<file path="config.mk">
export PLATFORM = sky130hd
export DESIGN_NAME = i2c_bit_level_master_core
export DESIGN_NICKNAME = d
export VERILOG_FILES = /design/src/design/i2cm_pkg.sv /design/src/design/i2cm_seq.sv /design/src/design/i2c_bit_level_master_core.sv
export SDC_FILE = /design/constraint.sdc
export NUM_CORES = 1
export LEC_CHECK = 0
export BUFFER_PORTS_ARGS = -buffer_cell sky130_fd_sc_hd__buf_2
export CORE_ASPECT_RATIO = 0.7
export CORE_UTILIZATION = 59
export DETAILED_ROUTE_END_ITERATION = 8
export GPL_ROUTABILITY_DRIVEN = 0
export GPL_TIMING_DRIVEN = 0
export PLACE_DENSITY = 0.8
export SYNTH_ARGS = -nofsm -noshare
export SYNTH_HDL_FRONTEND = slang
export SYNTH_SLANG_ARGS = --single-unit
</file>
<file path="constraint.sdc">
create_clock -name aclk -period 4.3 [get_ports aclk]
set_clock_uncertainty 0.1 [all_clocks]
set_input_delay 0.43 -clock aclk [delete_from_list [all_inputs] [get_ports aclk]]
set_output_delay 0.43 -clock aclk [all_outputs]
set_load 0.1 [all_outputs]
</file>
<file path="src/design/i2cm_pkg.sv">
package i2cm_pkg;

    localparam int TICK_W   = 16;
    localparam int PHASE_W  = 5;
    localparam int BYTE_W   = 8;
    localparam int MODE_W   = 3;
    localparam int S_DATA_W = 16;
    localparam int M_DATA_W = 16;

    // Command codes; a tick and the idle command share code zero
    localparam logic [MODE_W-1:0] MODE_TICK = 3'd0;
    localparam logic [MODE_W-1:0] CMD_IDLE  = 3'd0;
    localparam logic [MODE_W-1:0] CMD_START = 3'd1;
    localparam logic [MODE_W-1:0] CMD_STOP  = 3'd2;
    localparam logic [MODE_W-1:0] CMD_WRITE = 3'd3;
    localparam logic [MODE_W-1:0] CMD_ACK   = 3'd4;
    localparam logic [MODE_W-1:0] CMD_READ  = 3'd5;

    localparam logic [TICK_W-1:0] PHASE_TICKS_RST = 16'd2;

    // Result bit positions on m_tdata
    localparam int RES_SCL_BIT  = 0;
    localparam int RES_SDA_BIT  = 1;
    localparam int RES_BUSY_BIT = 2;
    localparam int RES_DONE_BIT = 3;
    localparam int RES_NACK_BIT = 12;
    localparam int RES_REJ_BIT  = 13;

    typedef struct packed {
        logic [MODE_W-1:0] mode;
        logic              sda_level;
        logic              send_nack;
        logic [BYTE_W-1:0] tx_data;
    } item_t;

    // scl_drive lands in bit 0
    typedef struct packed {
        logic              cmd_rejected;
        logic              nack_seen;
        logic [BYTE_W-1:0] rx_byte;
        logic              done_res;
        logic              busy_res;
        logic              sda_drive;
        logic              scl_drive;
    } result_t;

    typedef struct packed {
        logic scl;
        logic sda;
    } pins_t;

    function automatic logic [PHASE_W-1:0] phase_count(input logic [MODE_W-1:0] cmd);
        logic [PHASE_W-1:0] n;
        unique case (cmd)
            CMD_START: n = 5'd3;
            CMD_STOP:  n = 5'd2;
            CMD_WRITE: n = 5'd24;
            CMD_ACK:   n = 5'd3;
            CMD_READ:  n = 5'd19;
            default:   n = 5'd0;
        endcase
        return n;
    endfunction

    // Pin levels set on entry to phase p; p3 is p mod 3 (write byte only)
    function automatic pins_t enter_phase(input logic [MODE_W-1:0]  cmd,
                                          input logic [PHASE_W-1:0] p,
                                          input logic [1:0]         p3,
                                          input logic               msb,
                                          input logic               ans,
                                          input pins_t              cur);
        pins_t nx;
        nx = cur;
        unique case (cmd)
            CMD_START: begin
                if (p == 5'd0) begin
                    nx.sda = 1'b1;
                    nx.scl = 1'b1;
                end else if (p == 5'd1) begin
                    nx.sda = 1'b0;
                end else begin
                    nx.scl = 1'b0;
                end
            end
            CMD_STOP: begin
                if (p == 5'd0) begin
                    nx.sda = 1'b0;
                    nx.scl = 1'b1;
                end else begin
                    nx.sda = 1'b1;
                end
            end
            CMD_ACK: begin
                if (p == 5'd0) begin
                    nx.sda = 1'b1;
                end else if (p == 5'd1) begin
                    nx.scl = 1'b1;
                end else begin
                    nx.scl = 1'b0;
                end
            end
            CMD_WRITE: begin
                if (p3 == 2'd0) begin
                    nx.sda = msb;
                end else if (p3 == 2'd1) begin
                    nx.scl = 1'b1;
                end else begin
                    nx.scl = 1'b0;
                end
            end
            CMD_READ: begin
                if (!p[4]) begin
                    nx.scl = ~p[0];
                end else if (p == 5'd16) begin
                    nx.sda = ans;
                    nx.scl = 1'b0;
                end else if (p == 5'd17) begin
                    nx.scl = 1'b1;
                end else begin
                    nx.scl = 1'b0;
                end
            end
            default: begin
                nx = cur;
            end
        endcase
        return nx;
    endfunction

endpackage

</file>
<file path="src/design/i2cm_seq.sv">
// Bus sequencer: command state, phase/tick counters, shift register, pins.
module i2cm_seq
    import i2cm_pkg::*;
(
    input  logic                aclk,
    input  logic                aresetn,
    input  logic                step_en,
    input  item_t               item,
    input  logic [TICK_W-1:0]   phase_ticks,
    output result_t             result
);

    logic [MODE_W-1:0]  cmd_reg,   cmd_next;
    logic [PHASE_W-1:0] phase_reg, phase_next;
    logic [1:0]         ph3_reg,   ph3_next;
    logic [TICK_W-1:0]  tick_reg,  tick_next;
    logic [BYTE_W-1:0]  shift_reg, shift_next;
    logic [BYTE_W-1:0]  rxb_reg,   rxb_next;
    pins_t              pins_reg,  pins_next;
    logic               nack_reg,  nack_next;
    logic               ans_reg,   ans_next;
    logic               done, rejected;

    always_comb begin
        logic [TICK_W:0]    tick_sum;
        logic [TICK_W-1:0]  limit;
        logic [PHASE_W-1:0] p_inc;
        logic [1:0]         p3_inc;
        logic [BYTE_W-1:0]  sample_mask;
        logic               busy;
        pins_t              pins_start;

        cmd_next   = cmd_reg;
        phase_next = phase_reg;
        ph3_next   = ph3_reg;
        tick_next  = tick_reg;
        shift_next = shift_reg;
        rxb_next   = rxb_reg;
        pins_next  = pins_reg;
        nack_next  = nack_reg;
        ans_next   = ans_reg;
        done       = 1'b0;
        rejected   = 1'b0;

        busy        = (cmd_reg != CMD_IDLE);
        limit       = (phase_ticks == '0) ? TICK_W'(1) : phase_ticks;
        tick_sum    = {1'b0, tick_reg} + (TICK_W+1)'(1);
        p_inc       = phase_reg + PHASE_W'(1);
        p3_inc      = (ph3_reg == 2'd2) ? 2'd0 : ph3_reg + 2'd1;
        sample_mask = 8'h80 >> phase_reg[3:1];
        pins_start  = pins_reg;

        if (item.mode == MODE_TICK) begin
            if (busy) begin
                tick_next = tick_sum[TICK_W-1:0];
                if (tick_sum >= {1'b0, limit}) begin
                    tick_next = '0;
                    if (cmd_reg == CMD_ACK && phase_reg == 5'd1 && item.sda_level) begin
                        // NACK: flag it and fall into the stop sequence
                        nack_next  = 1'b1;
                        cmd_next   = CMD_STOP;
                        phase_next = '0;
                        ph3_next   = 2'd0;
                        pins_next  = enter_phase(CMD_STOP, '0, 2'd0, 1'b0, ans_reg, pins_reg);
                    end else begin
                        if (cmd_reg == CMD_ACK && phase_reg == 5'd1) begin
                            nack_next = 1'b0;
                        end
                        if (cmd_reg == CMD_WRITE && ph3_reg == 2'd2) begin
                            shift_next = {shift_reg[BYTE_W-2:0], 1'b0};
                        end
                        if (cmd_reg == CMD_READ && !phase_reg[4] && !phase_reg[0]
                            && item.sda_level) begin
                            shift_next = shift_reg | sample_mask;
                        end
                        if (p_inc >= phase_count(cmd_reg)) begin
                            if (cmd_reg == CMD_WRITE) begin
                                pins_next.sda = 1'b1;
                            end
                            if (cmd_reg == CMD_READ) begin
                                rxb_next = shift_next;
                            end
                            cmd_next   = CMD_IDLE;
                            phase_next = '0;
                            ph3_next   = 2'd0;
                            done       = 1'b1;
                        end else begin
                            phase_next = p_inc;
                            ph3_next   = p3_inc;
                            pins_next  = enter_phase(cmd_reg, p_inc, p3_inc,
                                                     shift_next[BYTE_W-1], ans_reg, pins_reg);
                        end
                    end
                end
            end
        end else if (item.mode <= CMD_READ) begin
            if (busy) begin
                rejected = 1'b1;
            end else begin
                cmd_next   = item.mode;
                phase_next = '0;
                ph3_next   = 2'd0;
                tick_next  = '0;
                if (item.mode == CMD_WRITE) begin
                    shift_next = item.tx_data;
                end
                if (item.mode == CMD_READ) begin
                    shift_next     = '0;
                    ans_next       = item.send_nack;
                    pins_start.scl = 1'b0;
                end
                pins_next = enter_phase(item.mode, '0, 2'd0, shift_next[BYTE_W-1],
                                        ans_next, pins_start);
            end
        end
    end

    always_ff @(posedge aclk) begin
        if (!aresetn) begin
            cmd_reg   <= CMD_IDLE;
            phase_reg <= '0;
            ph3_reg   <= 2'd0;
            tick_reg  <= '0;
            shift_reg <= '0;
            rxb_reg   <= '0;
            pins_reg  <= '{scl: 1'b1, sda: 1'b1};
            nack_reg  <= 1'b0;
            ans_reg   <= 1'b0;
        end else if (step_en) begin
            cmd_reg   <= cmd_next;
            phase_reg <= phase_next;
            ph3_reg   <= ph3_next;
            tick_reg  <= tick_next;
            shift_reg <= shift_next;
            rxb_reg   <= rxb_next;
            pins_reg  <= pins_next;
            nack_reg  <= nack_next;
            ans_reg   <= ans_next;
        end
    end

    always_comb begin
        result.scl_drive    = pins_next.scl;
        result.sda_drive    = pins_next.sda;
        result.busy_res     = (cmd_next != CMD_IDLE);
        result.done_res     = done;
        result.rx_byte      = rxb_next;
        result.nack_seen    = nack_next;
        result.cmd_rejected = rejected;
    end

endmodule

</file>
<file path="src/design/i2c_bit_level_master_core.sv">
// Channel   Dir  Handshake          Payload
// s_        in   s_tvalid/s_tready  s_tuser = mode, s_tdata = tx_data, send_nack, sda_level
// m_        out  m_tvalid/m_tready  m_tdata = pin levels, status flags, rx_byte
// cfg_      in   cfg_we             cfg_wdata = phase_ticks
//
// One request per clock is accepted while the result register is not stalled.
// A request waits in the input register, then the sequencer update loads
// its result into the result register.
// Reset (aresetn low, synchronous) empties both registers, idles the bus
// (SCL and SDA released) and sets phase_ticks to 2.
// A stalled result holds in the result register; the input register keeps
// taking a request until it is itself full behind the stall.
module i2c_bit_level_master_core
    import i2cm_pkg::*;
(
    input  logic                aclk,
    input  logic                aresetn,
    input  logic                s_tvalid,
    output logic                s_tready,
    // [7:0] tx_data, [8] send_nack, [9] sda_level, [15:10] unused
    input  logic [S_DATA_W-1:0] s_tdata,
    // [2:0] mode
    input  logic [MODE_W-1:0]   s_tuser,
    output logic                m_tvalid,
    input  logic                m_tready,
    // [0] scl_drive, [1] sda_drive, [2] busy_res, [3] done_res,
    // [11:4] rx_byte, [12] nack_seen, [13] cmd_rejected, [15:14] zero
    output logic [M_DATA_W-1:0] m_tdata,
    input  logic                cfg_we,
    input  logic [TICK_W-1:0]   cfg_wdata
);

    logic               in_valid_reg;
    item_t              in_item_reg;
    logic               out_valid_reg;
    result_t            out_data_reg;
    logic [TICK_W-1:0]  phase_ticks_reg;
    logic               advance;
    result_t            step_result;

    // Sequencer steps once the result register can take the outcome
    assign advance  = in_valid_reg && (!out_valid_reg || m_tready);
    assign s_tready = !in_valid_reg || advance;

    always_ff @(posedge aclk) begin
        if (!aresetn) begin
            in_valid_reg <= 1'b0;
        end else if (s_tvalid && s_tready) begin
            in_valid_reg <= 1'b1;
        end else if (advance) begin
            in_valid_reg <= 1'b0;
        end
    end

    always_ff @(posedge aclk) begin
        if (s_tvalid && s_tready) begin
            in_item_reg <= '{mode:      s_tuser,
                             sda_level: s_tdata[9],
                             send_nack: s_tdata[8],
                             tx_data:   s_tdata[7:0]};
        end
    end

    always_ff @(posedge aclk) begin
        if (!aresetn) begin
            phase_ticks_reg <= PHASE_TICKS_RST;
        end else if (cfg_we) begin
            phase_ticks_reg <= cfg_wdata;
        end
    end

    i2cm_seq u_seq (
        .aclk        (aclk),
        .aresetn     (aresetn),
        .step_en     (advance),
        .item        (in_item_reg),
        .phase_ticks (phase_ticks_reg),
        .result      (step_result)
    );

    always_ff @(posedge aclk) begin
        if (!aresetn) begin
            out_valid_reg <= 1'b0;
        end else if (advance) begin
            out_valid_reg <= 1'b1;
        end else if (m_tready) begin
            out_valid_reg <= 1'b0;
        end
    end

    always_ff @(posedge aclk) begin
        if (advance) begin
            out_data_reg <= step_result;
        end
    end

    assign m_tvalid = out_valid_reg;
    assign m_tdata  = {(M_DATA_W - $bits(result_t))'(0), out_data_reg};

endmodule

</file>
==> results.sh <==
export IMPL_vias=4816
export IMPL_syn_to_final_growth_pct=13.6
export IMPL_post_route_period_util_pct=95.6
export IMPL_rsz0062_at_grt="no"
export IMPL_cts_root_buf="clkbuf_16"
export IMPL_final_common_cell="nor2_1"
export IMPL_rows=28
export IMPL_path_class="register to register"
export IMPL_grt_pass1_vias=4398
export IMPL_worstPathRequired_ps=4290
export IMPL_status="complete, no violations"
export IMPL_syn_area_sq_um=5400
export IMPL_die_h_microns=82.1
export IMPL_initial_core_util_pct=62.4
export IMPL_critPathSlowestCell="or4_4"
export IMPL_cts_tree="yes"
export IMPL_drive_above_1_share_pct=16.2
export IMPL_max_cap_violations=0
export IMPL_start_kind="register"
export IMPL_post_route_min_period_ps=4110
export IMPL_relSlewSlack_pct=13.3
export IMPL_synthFlopType="dfxtp_1"
export IMPL_grt_overflow=0
export IMPL_p_per_area_nw_per_um2=318
export IMPL_grt_usage_pct=30.6
export IMPL_port_buffers=48
export IMPL_hold_buffers=0
export IMPL_final_cell_mix="nor2_1 (80), dfxtp_1 (63), buf_2 (54)"
export IMPL_syn_avg_cell_area_sq_um=8.91
export IMPL_wirelength_microns=14000
export IMPL_die_area_sq_um=9550
export IMPL_ys_ff_latch=91
export IMPL_die_w_microns=116
export IMPL_yosys_warnings=0
export IMPL_fmax_mhz=243
export IMPL_drc_errors=0
export IMPL_hold_viol=0
export IMPL_cts_path_max_buffers=2
export IMPL_worstMarginPinSlew_ps=1300
export IMPL_drt_first_pass_iters=5
export IMPL_synth_edff_count=27
export IMPL_synth_seq_area_share_pct=38.7
export IMPL_nets=738
export IMPL_hold_class="input port to register"
export IMPL_grt_max_degree=24
export IMPL_wl_per_cell_microns=17.6
export IMPL_hpwl_microns=10200
export IMPL_clkTransAtPathRegs_ps=70
export IMPL_synth_async_reset_ratio_pct=0
export IMPL_grt_pass1_wl_microns=22000
export IMPL_fin_tns_setup_ps=0
export IMPL_cp_slowest_stage_delay_ps=560
export IMPL_core_area_sq_um=8650
export IMPL_final_util_pct=70.9
export IMPL_htreeDepth=3
export IMPL_ir_worst_vdd_mv=0.326
export IMPL_crit_top_cell="or4_4"
export IMPL_fillCellCount=667
export IMPL_end_kind="register"
export IMPL_viasPerCell=6.07
export IMPL_diodes=0
export IMPL_numCtsBuffers=9
export IMPL_crit_path_cell_trace="ha_2 > nand3_2 > nor4_4 > nand3_1 > xnor2_1 > ha_1 > nand4_1 > or4_4 > a31oi_4 > or4_4 > nand2_2 > nor2_4 > mux2_2"
export IMPL_finalSetupViolations=0
export IMPL_p_leak_nw=2.43
export IMPL_clk_insertion_delay_late_ps=350
export IMPL_ant_nets=0
export IMPL_cp_max_fo=8
export IMPL_slew_viol_final=0
export IMPL_cts_sinks=91
export IMPL_ys_types=72
export IMPL_drtIter0Drc=417
export IMPL_path_delay_family="simple AND/OR/NAND/NOR gates"
export IMPL_pin_count=58
export IMPL_worst_path_buf_inv=0
export IMPL_cp_arrival_ps=4100
export IMPL_synth_cells=606
export IMPL_antenna_found_initial=0
through the flow:
stage	worst slack, ps	total power [W]	std cells	hold slack (ps)	area, sq um
after floorplan	550	0.00112	607	332	5410
after global placement	56.5	0.00118	775	343	5800
after detailed placement	-62.9	0.00119	775	347	5800
after CTS	43.6	0.00195	794	153	6120
after global routing	33.3	0.00201	794	150	6140
final	191	0.00195	794	156	6140
report_power, final:
part	internal (W)	switching [W]	total, W
registers	0.000910	0.0000176	0.000928
logic	0.0000720	0.000178	0.000250
clock network	0.000404	0.000368	0.000772
cell usage after synthesis, types with 5 or more instances:
cell type	instances	area [sq um]
a21oi_1	32	160
a221o_1	5	50.1
a22oi_1	7	52.6
and2_1	5	31.3
buf_2	6	30.0
clkbuf_1	23	86.3
dfxtp_1	64	1280
edfxtp_1	27	811
ha_1	29	363
inv_1	27	101
mux2_2	9	101
mux2i_1	34	340
nand2_1	43	161
nand2b_1	9	56.3
nand3_1	26	130
nand3b_1	9	67.6
nand4_1	10	62.6
nor2_1	80	300
nor2b_1	7	43.8
nor3_1	9	45.0
nor4_1	6	37.5
o21a_1	7	52.6
o21ai_0	20	100
o22ai_1	6	37.5
xnor2_1	13	114
area by class of cell:
type / count / area [sq um] / area share [%]
buffer: 34 / 158 / 2.57
clock buffer: 9 / 225 / 3.67
clock inverter: 7 / 60.1 / 0.979
inverter: 32 / 120 / 1.96
multi-input combinational: 450 / 3070 / 50.0
sequential: 91 / 2090 / 34.1
tap: 120 / 150 / 2.45
timing repair buffer: 51 / 263 / 4.28
cells by family after synthesis:
| logic type | count (synthesis) | synth area share [%] |
|---|---|---|
| flip-flops | 91 | 38.7 |
| AND/OR/NAND/NOR | 233 | 22.3 |
| buffers and inverters | 66 | 5.14 |
| multiplexers | 43 | 8.18 |
| other | 1 | 0.0694 |
| adder cells (fa/ha/maj) | 29 | 6.72 |
| AO/OA/AOI/OAI | 126 | 16.1 |
| XOR/XNOR | 17 | 2.76 |
routing by layer:
| metal | wire length, microns | part of all wire [%] | GRT usage, % |
|---|---|---|---|
| met5 | 0 | 0 | 0 |
| met4 | 211 | 1.5 | 8.72 |
| met3 | 1330 | 9.6 | 6.57 |
| met2 | 5860 | 42 | 45.0 |
| met1 | 6550 | 47 | 44.8 |
worst paths after layout:
kind                            depth (start not counted)                       startpoint                         endpoint  slack (ps)
worst min register to register                          2  u_seq.tick_reg[13]$_SDFFE_PN0P_  u_seq.tick_reg[13]$_SDFFE_PN0P_         350
worst max-delay path                                   13   u_seq.tick_reg[0]$_SDFFE_PN0P_            m_tdata[10]$_DFFE_PP_         190
worst max register to register                         13   u_seq.tick_reg[0]$_SDFFE_PN0P_            m_tdata[10]$_DFFE_PP_         190
worst min-delay path                                    1                       s_tdata[8]         in_item_reg[8]$_DFFE_PP_         160
repair_timing:
action,in CTS,in global routing
resized for setup,2,5
pin swaps,2,2
setup endpoints to repair,13,25
buffers inserted,3,0
(Power assumes the default switching activity.)
